--- config.mk ---
export PLATFORM = sky130hd
export DESIGN_NAME = rlh_out_fifo
export DESIGN_NICKNAME = d
export VERILOG_FILES = /design/src/hdl/rlh_pkg.sv /design/src/hdl/rlh_out_fifo.sv
export SDC_FILE = /design/constraint.sdc
export NUM_CORES = 1
export LEC_CHECK = 0
export ABC_CLOCK_PERIOD_IN_PS = 3000
export BUFFER_PORTS_ARGS = -buffer_cell sky130_fd_sc_hd__buf_2
export CAP_MARGIN = 20
export CORE_UTILIZATION = 43
export CTS_CLUSTER_DIAMETER = 50
export CTS_CLUSTER_SIZE = 40
export DETAILED_ROUTE_END_ITERATION = 16
export GPL_TIMING_DRIVEN = 0
export HOLD_SLACK_MARGIN = 0.06
export PLACE_DENSITY = 0.66
export SLEW_MARGIN = 20
export SYNTH_ARGS = -nofsm -noshare
export SYNTH_HDL_FRONTEND = slang
export SYNTH_SLANG_ARGS = --single-unit
--- constraint.sdc ---
create_clock -name clk_i -period 3 [get_ports clk_i]
set_input_delay 0.15 -clock clk_i [delete_from_list [all_inputs] [get_ports clk_i]]
set_output_delay 0.15 -clock clk_i [all_outputs]
set_load 0.02 [all_outputs]
--- src/hdl/rlh_pkg.sv ---
// Shared types, codes and defaults of the run-length histogram core.
package rlh_pkg;

  // Default sizes.
  localparam int unsigned DEF_BINS         = 256;
  localparam int unsigned DEF_MAX_ROW_BITS = 4096;
  localparam int unsigned DEF_COUNT_BITS   = 32;

  // Fixed field widths.
  localparam int unsigned OP_W  = 2;
  localparam int unsigned IDX_W = 8;
  localparam int unsigned CFG_W = 9;
  localparam int unsigned OUT_W = 32;

  // Operation codes of an input item.
  localparam logic [OP_W-1:0] OP_COUNT = 2'd0;
  localparam logic [OP_W-1:0] OP_READ  = 2'd1;
  localparam logic [OP_W-1:0] OP_CLEAR = 2'd2;

  // Reset value of the bins-in-use register.
  localparam logic [CFG_W-1:0] BINS_IN_USE_RST = 9'd256;

  // What the memory stage does with a bin.
  typedef enum logic [1:0] {
    KIND_INC,
    KIND_READ,
    KIND_CLEAR
  } rlh_kind_e;

  // Bin access request from the run tracker to the memory stage.
  typedef struct packed {
    logic      vld;
    rlh_kind_e kind;
    logic      sel;   // 0 ON-run histogram, 1 OFF-run histogram
    logic      zero;  // read of a bin that does not exist returns zero
  } rlh_ctl_t;

endpackage

--- src/hdl/rlh_out_fifo.sv ---
// Two-entry result queue between the memory stage and the output channel.
module rlh_out_fifo (
  input  logic                      clk_i,
  input  logic                      rst_ni,
  input  logic                      push_i,
  input  logic [rlh_pkg::OUT_W-1:0] push_count_i,
  input  logic [rlh_pkg::IDX_W-1:0] push_echo_i,
  output logic                      out_valid_o,
  input  logic                      out_ready_i,
  output logic [rlh_pkg::OUT_W-1:0] bin_count_o,
  output logic [rlh_pkg::IDX_W-1:0] bin_echo_o,
  output logic [1:0]                level_o
);
  import rlh_pkg::*;

  logic [OUT_W-1:0] count_q [2];
  logic [IDX_W-1:0] echo_q  [2];
  logic             wr_ptr_q;
  logic             rd_ptr_q;
  logic [1:0]       level_q;
  logic             pop;

  assign out_valid_o = (level_q != 2'd0);
  assign pop         = out_valid_o && out_ready_i;

  // Pointers and fill level.
  always_ff @(posedge clk_i or negedge rst_ni) begin
    if (!rst_ni) begin
      wr_ptr_q <= 1'b0;
      rd_ptr_q <= 1'b0;
      level_q  <= 2'd0;
    end else begin
      if (push_i) begin
        wr_ptr_q <= ~wr_ptr_q;
      end
      if (pop) begin
        rd_ptr_q <= ~rd_ptr_q;
      end
      level_q <= level_q + 2'(push_i) - 2'(pop);
    end
  end

  // Entry storage.
  always_ff @(posedge clk_i) begin
    if (push_i) begin
      count_q[wr_ptr_q] <= push_count_i;
      echo_q[wr_ptr_q]  <= push_echo_i;
    end
  end

  assign bin_count_o = count_q[rd_ptr_q];
  assign bin_echo_o  = echo_q[rd_ptr_q];
  assign level_o     = level_q;

endmodule

Word level (Yosys, flattened, before mapping). Memory sizes are Yosys's and may differ from the RTL's. Cells that the tools add are included.

Memories: 2. Word-level logic and storage cells: 13. Output and inout bits: 43. Memory bits (writable): 80. Bits of input ports: 44. Register bits after elaboration: 4.

Memories: count_q (depth 2, bits a word 32, rd ports 1, clocked after memory_dff 0, write ports 1, RTL line rlh_out_fifo.sv:16) `logic [OUT_W-1:0] count_q [2];`; echo_q (depth 2, bits a word 8, rd ports 1, clocked after memory_dff 0, write ports 1, RTL line rlh_out_fifo.sv:17) `logic [IDX_W-1:0] echo_q [2];`.

Add/subtract/negate cells: 2. Muxes and demuxes: 2. Reductions and logical operators: 2. Bitwise operators: 2.

Operators with widths (number): $add A2 B1 Y2 (1); $mux W1 (2); $not A1 Y1 (2); $reduce_bool A2 Y1 (1); $sub A2 B1 Y2 (1); $logic_and A1 B1 Y1 (1).

Logic depth before layout (Yosys ltp).
Depth after elaboration: 3. Gate-level depth with buffers: 6. Mapped depth without buffers: 6.

Worst setup path before layout. OpenSTA, ideal clock, no wires.

Path kind: register -> register. Start: reg wr_ptr_q. End: mem count_q[0][0] (enable). Path slack: 365 ps. Path buffers: 0. Library setup time: 442 ps. Arrival: 2193 ps. Stages on the path, launching flop included: 2. Data required time: 2558 ps. Period minus slack after synthesis: 2635 ps. Path through: dfrtp_1 nor2b_1.

RTL lines: start, declared (RTL line rlh_out_fifo.sv:18) `logic wr_ptr_q;`; start signal, assigned (RTL line rlh_out_fifo.sv:34) `wr_ptr_q <= ~wr_ptr_q;`; end, declared (RTL line rlh_out_fifo.sv:16).

Straight into the memory's write port.

Worst setup path after layout.
Start: reg rd_ptr_q. End: out bin_count_o[11] (netlist name).

Word-level cells in the longest chain between the ends: 1.

Ends and longest elaborated chain: start, declared (RTL line rlh_out_fifo.sv:19) `logic rd_ptr_q;`; start signal, assigned (RTL line rlh_out_fifo.sv:37) `rd_ptr_q <= ~rd_ptr_q;`; $mem_v2 Z2 W32; end, declared (RTL line rlh_out_fifo.sv:10) `output logic [rlh_pkg::OUT_W-1:0] bin_count_o,`.

No other way between the ends.

==> flow_metrics.env <==
export IMPL_grt_antenna_before_repair=0
export IMPL_finalHoldViolCount=0
export IMPL_drtIter0Drc=42
export IMPL_ant_nets=0
export IMPL_reg2reg_from="level_o[1]"
export IMPL_outcome="complete, no violations"
export IMPL_ys_warn_count=0
export IMPL_dp_hpwl_um=3339
export IMPL_skew_ns=0.006584
export IMPL_intPower_mw=2.896
export IMPL_drcViolationCount=0
export IMPL_die_w_um=89.40
export IMPL_grt_pass1_vias=1783
export IMPL_synth_largest_area_cell="edfxtp_1"
export IMPL_setup_viol=0
export IMPL_r2r_cells=6
export IMPL_vias=1724
export IMPL_p_seq_share_pct=39.3
export IMPL_cp_max_fo=10
export IMPL_fin_crit_sh_pct=53.97
export IMPL_ys_seq_area_share_pct=76.19
export IMPL_p_sw_share_pct=30.21
export IMPL_synth_distinct_cells=14
export IMPL_grt_max_degree=25
export IMPL_fin_ws_ns=1.381
export IMPL_power_density_nw_per_um2=914.4
export IMPL_synthTopCellsByArea="edfxtp_1 (73%), mux2_4 (18%), dfrtp_1 (3.0%)"
export IMPL_num_io_pins=87
export IMPL_start_kind="flip-flop"
export IMPL_final_nets=328
export IMPL_min_path_type="in -> async"
export IMPL_synth_commonest_cells="edfxtp_1 (80), mux2_4 (39), buf_12 (4), dfrtp_1 (4)"
export IMPL_crit_required_ns=2.85
export IMPL_via_per_inst=4.466
export IMPL_die_area_um2=7991
export IMPL_cts_root_buf="clkbuf_8"
export IMPL_multi_input_area_um2=691.9
export IMPL_syn_area_per_cell_um2=23.29
export IMPL_grt_ovfl_total=0
export IMPL_die_h_um=89.40
export IMPL_drv_slew=0
export IMPL_critPathCaptureType="output pin"
export IMPL_syn_area_um2=3284
export IMPL_min_period_ns=1.619
export IMPL_coreArea_um2=7331
export IMPL_fmax_ghz=0.6177
export IMPL_cts_buffers=9
export IMPL_wl_per_cell_um=13.72
export IMPL_globalplace_congestion=0.6332
export IMPL_power_frac_comb_pct=38.6
export IMPL_numPortBuffers=86
export IMPL_clkTransAtPathRegs_ns=0.07
export IMPL_grt_pass1_wl_um=7997
export IMPL_clockBufferDepth=2
export IMPL_synth_edf_count=80
export IMPL_slew_limit_headroom_pct=60.80
export IMPL_layout_drive_gt1_share_pct=51.92
export IMPL_groute_usage_overall_pct=14.10
export IMPL_cts_tree="yes"
export IMPL_synthCells=141
export IMPL_finish_utilization_pct=61.90
export IMPL_p_leak_nw=1.865
export IMPL_antennaDiodeCount=0
export IMPL_syn_num_nets=187
export IMPL_syn2layout_area_growth_pct=38.17
export IMPL_arrival_ns=1.47
export IMPL_yosysTopAreaCellShare_pct=73.14
export IMPL_cts_setup_buffers=0
export IMPL_vdd_ir_drop_max_v=0.0006582
export IMPL_rsz0062_at_grt="false"
export IMPL_clock_sinks=84
export IMPL_startpoint="rd_ptr_q"
export IMPL_htreeDepth=3
export IMPL_worst_slew_pin_slew_ns=0.5868
export IMPL_p_clk_share_pct=22.1
export IMPL_power_switching_mw=1.253
export IMPL_place_ws_ns=1.476
export IMPL_reg2reg_setup_slack_ns=1.49
export IMPL_initial_core_util_pct=44.80
export IMPL_synth_flop_cell="edfxtp_1"
export IMPL_fp_row_count=31
export IMPL_ys_ff_latch=84
export IMPL_register_area_um2=2502
export IMPL_wl_um=5296
export IMPL_num_fill_cells=560
export IMPL_totalNegativeSetupSlack_ns=0
export IMPL_clk_latency_ns=0.34
export IMPL_async_flop_share_pct=4.762
export IMPL_r2r_end="level_o[1]"
export IMPL_maxCapViolations=0
export IMPL_crit_type="reg -> out"
export IMPL_first_pass_iters=4
export IMPL_yosysMostFrequentCell="edfxtp_1"
-- power by group through the flow --
stage          clock (mW)  sequential, mW  combinational, mW
2_1_floorplan           0            1.67               1.16
3_3_place_gp            0            1.66               1.54
3_5_place_dp            0            1.66               1.58
4_1_cts             0.946            1.63               1.63
5_1_grt             0.982            1.66               1.72
6_report            0.917            1.63               1.60
-- metrics by stage --
| stage | cells | hold WS [ns] | area (um^2) | total power [mW] |
|---|---|---|---|---|
| 3_5_place_dp | 328 | -0.03800 | 3887 | 3.245 |
| 4_1_cts | 386 | 0.1173 | 4538 | 4.209 |
| 5_1_grt | 386 | 0.1557 | 4538 | 4.356 |
| 3_3_place_gp | 326 | -0.04009 | 3839 | 3.202 |
| 2_1_floorplan | 141 | -0.1456 | 3284 | 2.824 |
| 6_report | 386 | 0.1485 | 4538 | 4.150 |
-- worst max-delay path by stage --
stage                       to  slack (ns)  depth (start not counted)
2_1_floorplan    count_q[0][0]        0.36                          1
6_report       bin_count_o[11]        1.38                          4
3_3_place_gp     count_q[0][1]       -0.78                          1
4_1_cts        bin_count_o[29]        1.35                          4
5_1_grt        bin_count_o[11]        1.33                          4
3_5_place_dp    count_q[0][24]        1.48                          2
-- layout by cell type (no fill, tap or decap) --
| cell type | Yosys | final |
|---|---|---|
| dlygate4sd3_1 | 0 | 42 |
| clkinv_2 | 0 | 1 |
| mux2_2 | 1 | 1 |
| o21a_1 | 1 | 1 |
| xnor2_1 | 2 | 2 |
| clkbuf_8 | 0 | 9 |
| dfrtp_1 | 4 | 4 |
| clkinv_1 | 0 | 2 |
| buf_6 | 1 | 1 |
| or2_2 | 1 | 1 |
| xor2_1 | 2 | 2 |
| and2_2 | 0 | 1 |
| bufinv_16 | 0 | 3 |
| mux2_4 | 39 | 39 |
| buf_2 | 0 | 86 |
| nor2b_4 | 0 | 1 |
| inv_1 | 2 | 2 |
| clkbuf_1 | 0 | 1 |
| edfxtp_1 | 80 | 80 |
| ha_1 | 2 | 2 |
| buf_12 | 4 | 6 |
-- routing by layer --
metal  vias up  global-route usage [%]  share of wire [%]
li1        829                       -                  -
met1       831                   16.51                 43
met2        54                   23.80                 50
met3        10                   3.324                4.3
met4         0                   8.225                1.8
met5         -                       0                  0
-- registers in the layout, indices dropped and copies added (netlist names) --
register	cells
count_q	64
echo_q	16
level_o	2
rd_ptr_q	1
wr_ptr_q	1
-- cell families after synthesis --
| group | share of synthesized area, % |
|---|---|
| AO/OA/AOI/OAI | 0.2287 |
| XOR/XNOR | 1.067 |
| adder cells (fa/ha/maj) | 0.7618 |
| buffers and inverters | 3.010 |
| flip-flops | 76.19 |
| multiplexers | 18.17 |
| AND/OR/NAND/NOR | 0.5718 |
-- worst max-delay path: stages (launching register included) --
cell and delay (ns):
dfrtp_1 0.38, buf_6 0.15, buf_12 0.15, mux2_4 0.29
buf_2 0.16
-- cell type report --
type / count / share of cell area [%]
Buffer: 5 / 2.013
Clock buffer: 10 / 2.812
Clock inverter: 6 / 2.261
Inverter: 2 / 0.1654
Multi-Input combinational cell: 50 / 15.25
Sequential cell: 84 / 55.14
Tap cell: 99 / 2.730
Timing Repair Buffer: 130 / 19.63
-- what timing repair did --
item                      CTS  global route
hold endpoints to repair   85             0
gates resized for setup     0             0
hold buffers               42             0
Note: power is estimated with default switching activity, not from simulation.
