===== src/hdl/rlh_pkg.sv =====
// Shared types, codes and defaults of the run-length histogram core.
package rlh_pkg;

  // Default sizes.
  localparam int unsigned DEF_BINS         = 256;
  localparam int unsigned DEF_MAX_ROW_BITS = 4096;
  localparam int unsigned DEF_COUNT_BITS   = 32;

  // Fixed field widths.
  localparam int unsigned OP_W  = 2;
  localparam int unsigned IDX_W = 8;
  localparam int unsigned CFG_W = 9;
  localparam int unsigned OUT_W = 32;

  // Operation codes of an input item.
  localparam logic [OP_W-1:0] OP_COUNT = 2'd0;
  localparam logic [OP_W-1:0] OP_READ  = 2'd1;
  localparam logic [OP_W-1:0] OP_CLEAR = 2'd2;

  // Reset value of the bins-in-use register.
  localparam logic [CFG_W-1:0] BINS_IN_USE_RST = 9'd256;

  // What the memory stage does with a bin.
  typedef enum logic [1:0] {
    KIND_INC,
    KIND_READ,
    KIND_CLEAR
  } rlh_kind_e;

  // Bin access request from the run tracker to the memory stage.
  typedef struct packed {
    logic      vld;
    rlh_kind_e kind;
    logic      sel;   // 0 ON-run histogram, 1 OFF-run histogram
    logic      zero;  // read of a bin that does not exist returns zero
  } rlh_ctl_t;

endpackage


===== src/hdl/rlh_run_tracker.sv =====
// Run colour and length tracking, operation decode and the bins-in-use register.
module rlh_run_tracker #(
  parameter int unsigned BINS         = rlh_pkg::DEF_BINS,
  parameter int unsigned MAX_ROW_BITS = rlh_pkg::DEF_MAX_ROW_BITS,
  localparam int unsigned AW          = $clog2(BINS),
  localparam int unsigned LEN_W       = $clog2(MAX_ROW_BITS + 1)
) (
  input  logic                      clk_i,
  input  logic                      rst_ni,
  input  logic                      cfg_valid_i,
  input  logic [rlh_pkg::CFG_W-1:0] cfg_data_i,
  input  logic                      accept_i,
  input  logic [rlh_pkg::OP_W-1:0]  operation_i,
  input  logic                      pixel_bit_i,
  input  logic                      row_start_i,
  input  logic [rlh_pkg::IDX_W-1:0] bin_index_i,
  input  logic                      which_histogram_i,
  output rlh_pkg::rlh_ctl_t         ctl_o,
  output logic [AW-1:0]             addr_o
);
  import rlh_pkg::*;

  logic             colour_q, colour_d;
  logic [LEN_W-1:0] len_q, len_d;
  logic [CFG_W-1:0] bins_q;
  logic             col0;
  logic [LEN_W-1:0] len0;
  logic             change;
  logic             fits;

  // Bins-in-use register.
  always_ff @(posedge clk_i or negedge rst_ni) begin
    if (!rst_ni) begin
      bins_q <= BINS_IN_USE_RST;
    end else if (cfg_valid_i) begin
      bins_q <= cfg_data_i;
    end
  end

  // Run state; a row start behaves as an OFF run of length zero.
  always_comb begin
    col0   = row_start_i ? 1'b0 : colour_q;
    len0   = row_start_i ? '0 : len_q;
    change = (pixel_bit_i != col0);
    fits   = (32'(len0) < 32'(bins_q)) && (32'(len0) < BINS);
  end

  // Decode the item into a bin request and the next run state.
  always_comb begin
    colour_d = colour_q;
    len_d    = len_q;
    ctl_o    = '0;
    addr_o   = AW'(bin_index_i);
    unique case (operation_i)
      OP_COUNT: begin
        colour_d = pixel_bit_i;
        if (change) begin
          len_d = LEN_W'(1);
        end else if (32'(len0) < MAX_ROW_BITS) begin
          len_d = len0 + LEN_W'(1);
        end else begin
          len_d = len0;
        end
        ctl_o.vld  = change && fits;
        ctl_o.kind = KIND_INC;
        ctl_o.sel  = ~col0;
        addr_o     = AW'(len0);
      end
      OP_READ: begin
        ctl_o.vld  = 1'b1;
        ctl_o.kind = KIND_READ;
        ctl_o.sel  = which_histogram_i;
        ctl_o.zero = (32'(bin_index_i) >= BINS);
      end
      OP_CLEAR: begin
        ctl_o.vld  = (32'(bin_index_i) < BINS);
        ctl_o.kind = KIND_CLEAR;
        ctl_o.sel  = which_histogram_i;
      end
      default: begin
      end
    endcase
    if (!accept_i) begin
      colour_d  = colour_q;
      len_d     = len_q;
      ctl_o.vld = 1'b0;
    end
  end

  always_ff @(posedge clk_i or negedge rst_ni) begin
    if (!rst_ni) begin
      colour_q <= 1'b0;
      len_q    <= '0;
    end else begin
      colour_q <= colour_d;
      len_q    <= len_d;
    end
  end

endmodule


===== config.mk =====
export PLATFORM = sky130hd
export DESIGN_NAME = rlh_run_tracker
export DESIGN_NICKNAME = d
export VERILOG_FILES = /design/src/hdl/rlh_pkg.sv /design/src/hdl/rlh_run_tracker.sv
export SDC_FILE = /design/constraint.sdc
export NUM_CORES = 1
export LEC_CHECK = 0
export ABC_CLOCK_PERIOD_IN_PS = 3570
export BUFFER_PORTS_ARGS = -buffer_cell sky130_fd_sc_hd__buf_2
export CAP_MARGIN = 20
export CORE_MARGIN = 4
export CORE_UTILIZATION = 35
export CTS_BUF_LIST = sky130_fd_sc_hd__clkbuf_8 sky130_fd_sc_hd__clkbuf_16
export DETAILED_ROUTE_END_ITERATION = 12
export PLACE_DENSITY_LB_ADDON = 0.3
export SLEW_MARGIN = 20
export SYNTH_ARGS = -nofsm -noshare
export SYNTH_HDL_FRONTEND = slang
export SYNTH_SLANG_ARGS = --single-unit
export TNS_END_PERCENT = 20

===== constraint.sdc =====
create_clock -name clk_i -period 3.57 [get_ports clk_i]
set_clock_uncertainty 0.05 [all_clocks]
set_input_delay 1.071 -clock clk_i [delete_from_list [all_inputs] [get_ports clk_i]]
set_output_delay 1.071 -clock clk_i [all_outputs]
set_load 0.1 [all_outputs]

### Word-level counts from Yosys, hierarchy flattened

Index checks and enable logic that the tools add are counted.

| word-level totals | value |
|---|---|
| register bits | 23 |
| input port bits | 26 |
| output and inout port bits | 13 |
| logic and storage cells | 22 |

| operators by class | value |
|---|---|
| add/subtract/negate cells | 1 |
| $lt $le $gt $ge | 3 |
| equality and inequality tests | 3 |
| muxes and demuxes | 7 |
| bitwise operators | 1 |
| reductions and logical operators | 4 |

Operator list:

| kind | count |
|---|---|
| $mux 13 | 3 |
| $add 13x1->13 const B | 1 |
| $lt 13x13->1 const B | 1 |
| $lt 13x9->1 | 1 |
| $lt 13x9->1 const B | 1 |
| $pmux 4 s3 | 1 |
| $mux 8 | 1 |
| $eq 2x1->1 const B | 1 |
| $eq 2x2->1 const B | 1 |
| $logic_and 1x1->1 | 2 |
| $logic_not 2->1 | 1 |
| $mux 1 | 2 |
| $reduce_and 2->1 | 1 |
| $ne 1x1->1 | 1 |
| $not 1->1 | 1 |

### Depth between registers and ports, before layout

| depth | value |
|---|---|
| word-level depth | 6 |
| mapped depth | 9 |
| gate-level depth less buffers | 8 |

### Worst setup path before layout

No wires, ideal clock.

| timing path | value |
|---|---|
| kind | input port to output port |
| from | input port row_start_i |
| to | output port ctl_o[4] (netlist name) |
| arrival time | 4136 ps |
| required time | 2449 ps |
| setup slack | -1687 ps |
| stages | 8 |
| path buffers | 2 |
| path through | buf_2 -> buf_2 -> nor2b_1 -> ha_1 -> nor4b_1 -> o21ai_0 -> o211ai_1 -> a2111oi_2 |

RTL lines:

| what | line | text |
|---|---|---|
| start: declaration | rlh_run_tracker.sv:15 | `input logic row_start_i,` |
| end: declaration | rlh_run_tracker.sv:18 | `output rlh_pkg::rlh_ctl_t ctl_o,` |

==> results_dict.tcl <==
set metrics [dict create \
    drv_slew 0 \
    async_reset_ff_frac 1.000 \
    clk_path_buf_depth 2 \
    die_h_um 76.59 \
    drt_iter0_drc 157 \
    wirelength_um 4334 \
    setup_viol 1 \
    cts_tree "built" \
    final_common_cell "buf_2" \
    dieArea_um2 5866 \
    fin_area_um2 2242 \
    synth_ff_type "dfrtp_1" \
    max_stage_delay_ns 0.50 \
    gp_congestion 0.8491 \
    worst-path-max-fanout 8 \
    grt_max_degree 24 \
    worstHoldPathType "reg2reg" \
    hpwl_um 3309 \
    clk_pin_slew_worst_paths_ns 0.09 \
    synth-seq-area-share 0.3503 \
    row_count 24 \
    leakagePower_nw 1.007 \
    path_class "in2out" \
    fin_util 0.5045 \
    grt_util_met1 0.2081 \
    htreeDepth 1 \
    critical_path.most_common_cell "buf_12" \
    diodes 0 \
    cts_sinks 23 \
    arrival_ns 2.59 \
    yosys_warnings 0 \
    synth_cells 193 \
    rsz0062_at_grt "true" \
    synth_compound_area_frac 0.2097 \
    worst_pin_slew_ns 0.6281 \
    slowest_stage "nor4_1" \
    grt_util_met3 0.02600 \
    relSlewSlack 0.5797 \
    synth_edf_count 0 \
    yosys.area_share.simple 0.2128 \
    synth_xor_xnor_area_share 0.01064 \
    antenna_found_initial 0 \
    drive_gt1_frac 0.3494 \
    start_util 0.3705 \
    syn-cell-area_um2 1647 \
    violations "negative setup slack" \
    numCtsBuffers 3 \
    top_level_ports 39 \
    required_ns 2.45 \
    crit_path_start_kind "input pin" \
    crit_chain "buf_12 > and2b_4 > ha_2 > inv_1 > nor4_1 > a2111oi_4 > buf_12" \
    clk_latency_ns 0.27 \
    nNetsFinal 287 \
    synthMuxAreaShare 0.06763 \
    grt_pass1_vias 1556 \
    grt_pass1_wl_um 7224 \
    cts-root-buf "clkbuf_8" \
    power_density_nw_per_um2 317.8 \
    synth_fa_ha_area_frac 0.08359 \
    r2r_slack_ns 1.58 \
    fmax_mhz 269.5 \
    mostFrequentLayoutCells "33 x buf_2, 23 x o21ai_1, 23 x buf_4, 22 x nand2_1, 22 x dfrtp_1" \
    overflow 0 \
    layout_setup_ws_ns -0.1405 \
    fp.dieW_um 76.59 \
    postRouteAntennaNets 0 \
    endpoint_kind "output port" \
    yosysUniqueCellTypes 50 \
    ys_ff_latch 23 \
    synth_area_per_cell_um2 8.531 \
    num_vias 1615 \
    vias_per_cell 5.365 \
    core_um2 4444 \
    drt_first_pass_iters 4 \
    io_buffer_count 37 \
    route.detailed.wl_per_inst_um 14.40 \
    drv_cap 0 \
    synth_top_family_by_area "simple AND/OR/NAND/NOR gates" \
    final-hold-violation-count 0 \
    ir_drop_mv 0.1908 \
    grt.total_usage 0.1481 \
    drc 0 \
    status "complete, but fails checks" \
    fin_crit_sh 1.039 \
    busiest_layer "met2" \
    min_period_ns 3.710 \
    syn_nets 230 \
    cts_hold_buffers 0 \
    grt.met2_usage 0.2390 \
    syn_to_final_growth_pct 36.17 \
    placed_area_um2 2102 \
]
registers in the layout (all words and copies together), names as in the netlist:
signal / cells
bins_q: 9
colour_q: 1
len_q: 13
where the power goes:
| group | switching (W) | internal, W |
|---|---|---|
| clock network | 0.0000923 | 0.0000782 |
| logic | 0.000162 | 0.0000891 |
| registers | 0.0000130 | 0.000278 |
timing repair:
item | 4_1_cts | 5_1_grt
setup endpoints to repair | 1 | 1
resized for setup | 11 | 1
setup buffers | 3 | 0
pin swaps | 7 | 1
cell type report:
class	count	area (um^2)
fillers	433	2202
multi-input cells	144	1069
flip-flops and latches	23	576.8
repair buffers	60	417.9
inverters	18	67.56
well taps	52	65.06
clock buffers	3	41.29
clock inverters	1	5.005
logic make-up after synthesis:
| kind of cell | Yosys count |
|---|---|
| compound gates | 55 |
| xor+xnor | 2 |
| fa+ha+maj | 11 |
| buf+inv | 26 |
| flops | 23 |
| mux | 10 |
| other cells | 1 |
| simple gates | 65 |
path summary, 6_finish.rpt:
check                                       from                    end  cells past startpoint
min in group asynchronous                 rst_ni  bins_q[1]$_DFFE_PN0P_                      1
hold reg to reg            bins_q[0]$_DFFE_PN0P_  bins_q[0]$_DFFE_PN0P_                      1
setup reg to reg            len_q[1]$_DFFE_PN0P_   len_q[6]$_DFFE_PN0P_                      9
max in group asynchronous                 rst_ni  bins_q[8]$_DFFE_PN1P_                      1
setup / recovery                     row_start_i               ctl_o[4]                      7
hold / removal             bins_q[0]$_DFFE_PN0P_  bins_q[0]$_DFFE_PN0P_                      1
stage by stage:
stage / hold WS (ns) / TNS (ns) / power, W / setup WS [ns] / std cells
finish: 0.4552 / -0.1405 / 0.0007126 / -0.1405 / 301
global route: 0.4860 / -0.2062 / 0.0007460 / -0.2062 / 301
CTS: 0.4603 / -0.1672 / 0.0007149 / -0.1672 / 301
detailed placement: 0.4396 / -0.3963 / 0.0005326 / -0.3963 / 294
global placement: 0.4327 / -0.3907 / 0.0005318 / -0.3907 / 294
floorplan: 0.4046 / -1.636 / 0.0004613 / -0.8644 / 193
layer usage:
| metal | vias up | part of all wire |
|---|---|---|
| li1 | 801 | - |
| met5 | - | 0 |
| met1 | 765 | 0.47 |
| met3 | 8 | 0.052 |
| met4 | 0 | 0.012 |
| met2 | 41 | 0.46 |
Yosys cell counts, types with 2 or more instances:
cell      count  share of area
inv_2         2         0.0046
nand3b_1      2         0.0091
a22o_1        2          0.011
nor4_1        2         0.0076
a32oi_1       2          0.011
or2_1         2         0.0076
inv_1        16          0.036
nor2b_1       8          0.030
nand4_1       4          0.015
o21ai_1      22          0.067
nor2_1        7          0.016
mux2_1        4          0.027
a21oi_1       5          0.015
o21ai_0       7          0.021
clkbuf_1      4         0.0091
nand2b_1      3          0.011
o22ai_1       2         0.0076
nor3_1        3         0.0091
dfrtp_1      22           0.33
ha_1         11          0.084
a311oi_1      2          0.011
mux2_2        5          0.034
nand3_1       5          0.015
nand2_1      22          0.050
buf_2         2         0.0061
o31ai_1       3          0.014
worst max-delay path: cells and delay by family:
family	cells	cell delay, ns
compound gates	1	0.16
fa+ha+maj	1	0.32
buf+inv	3	0.34
simple gates	2	0.69
Power figures use the tool's default switching activity.
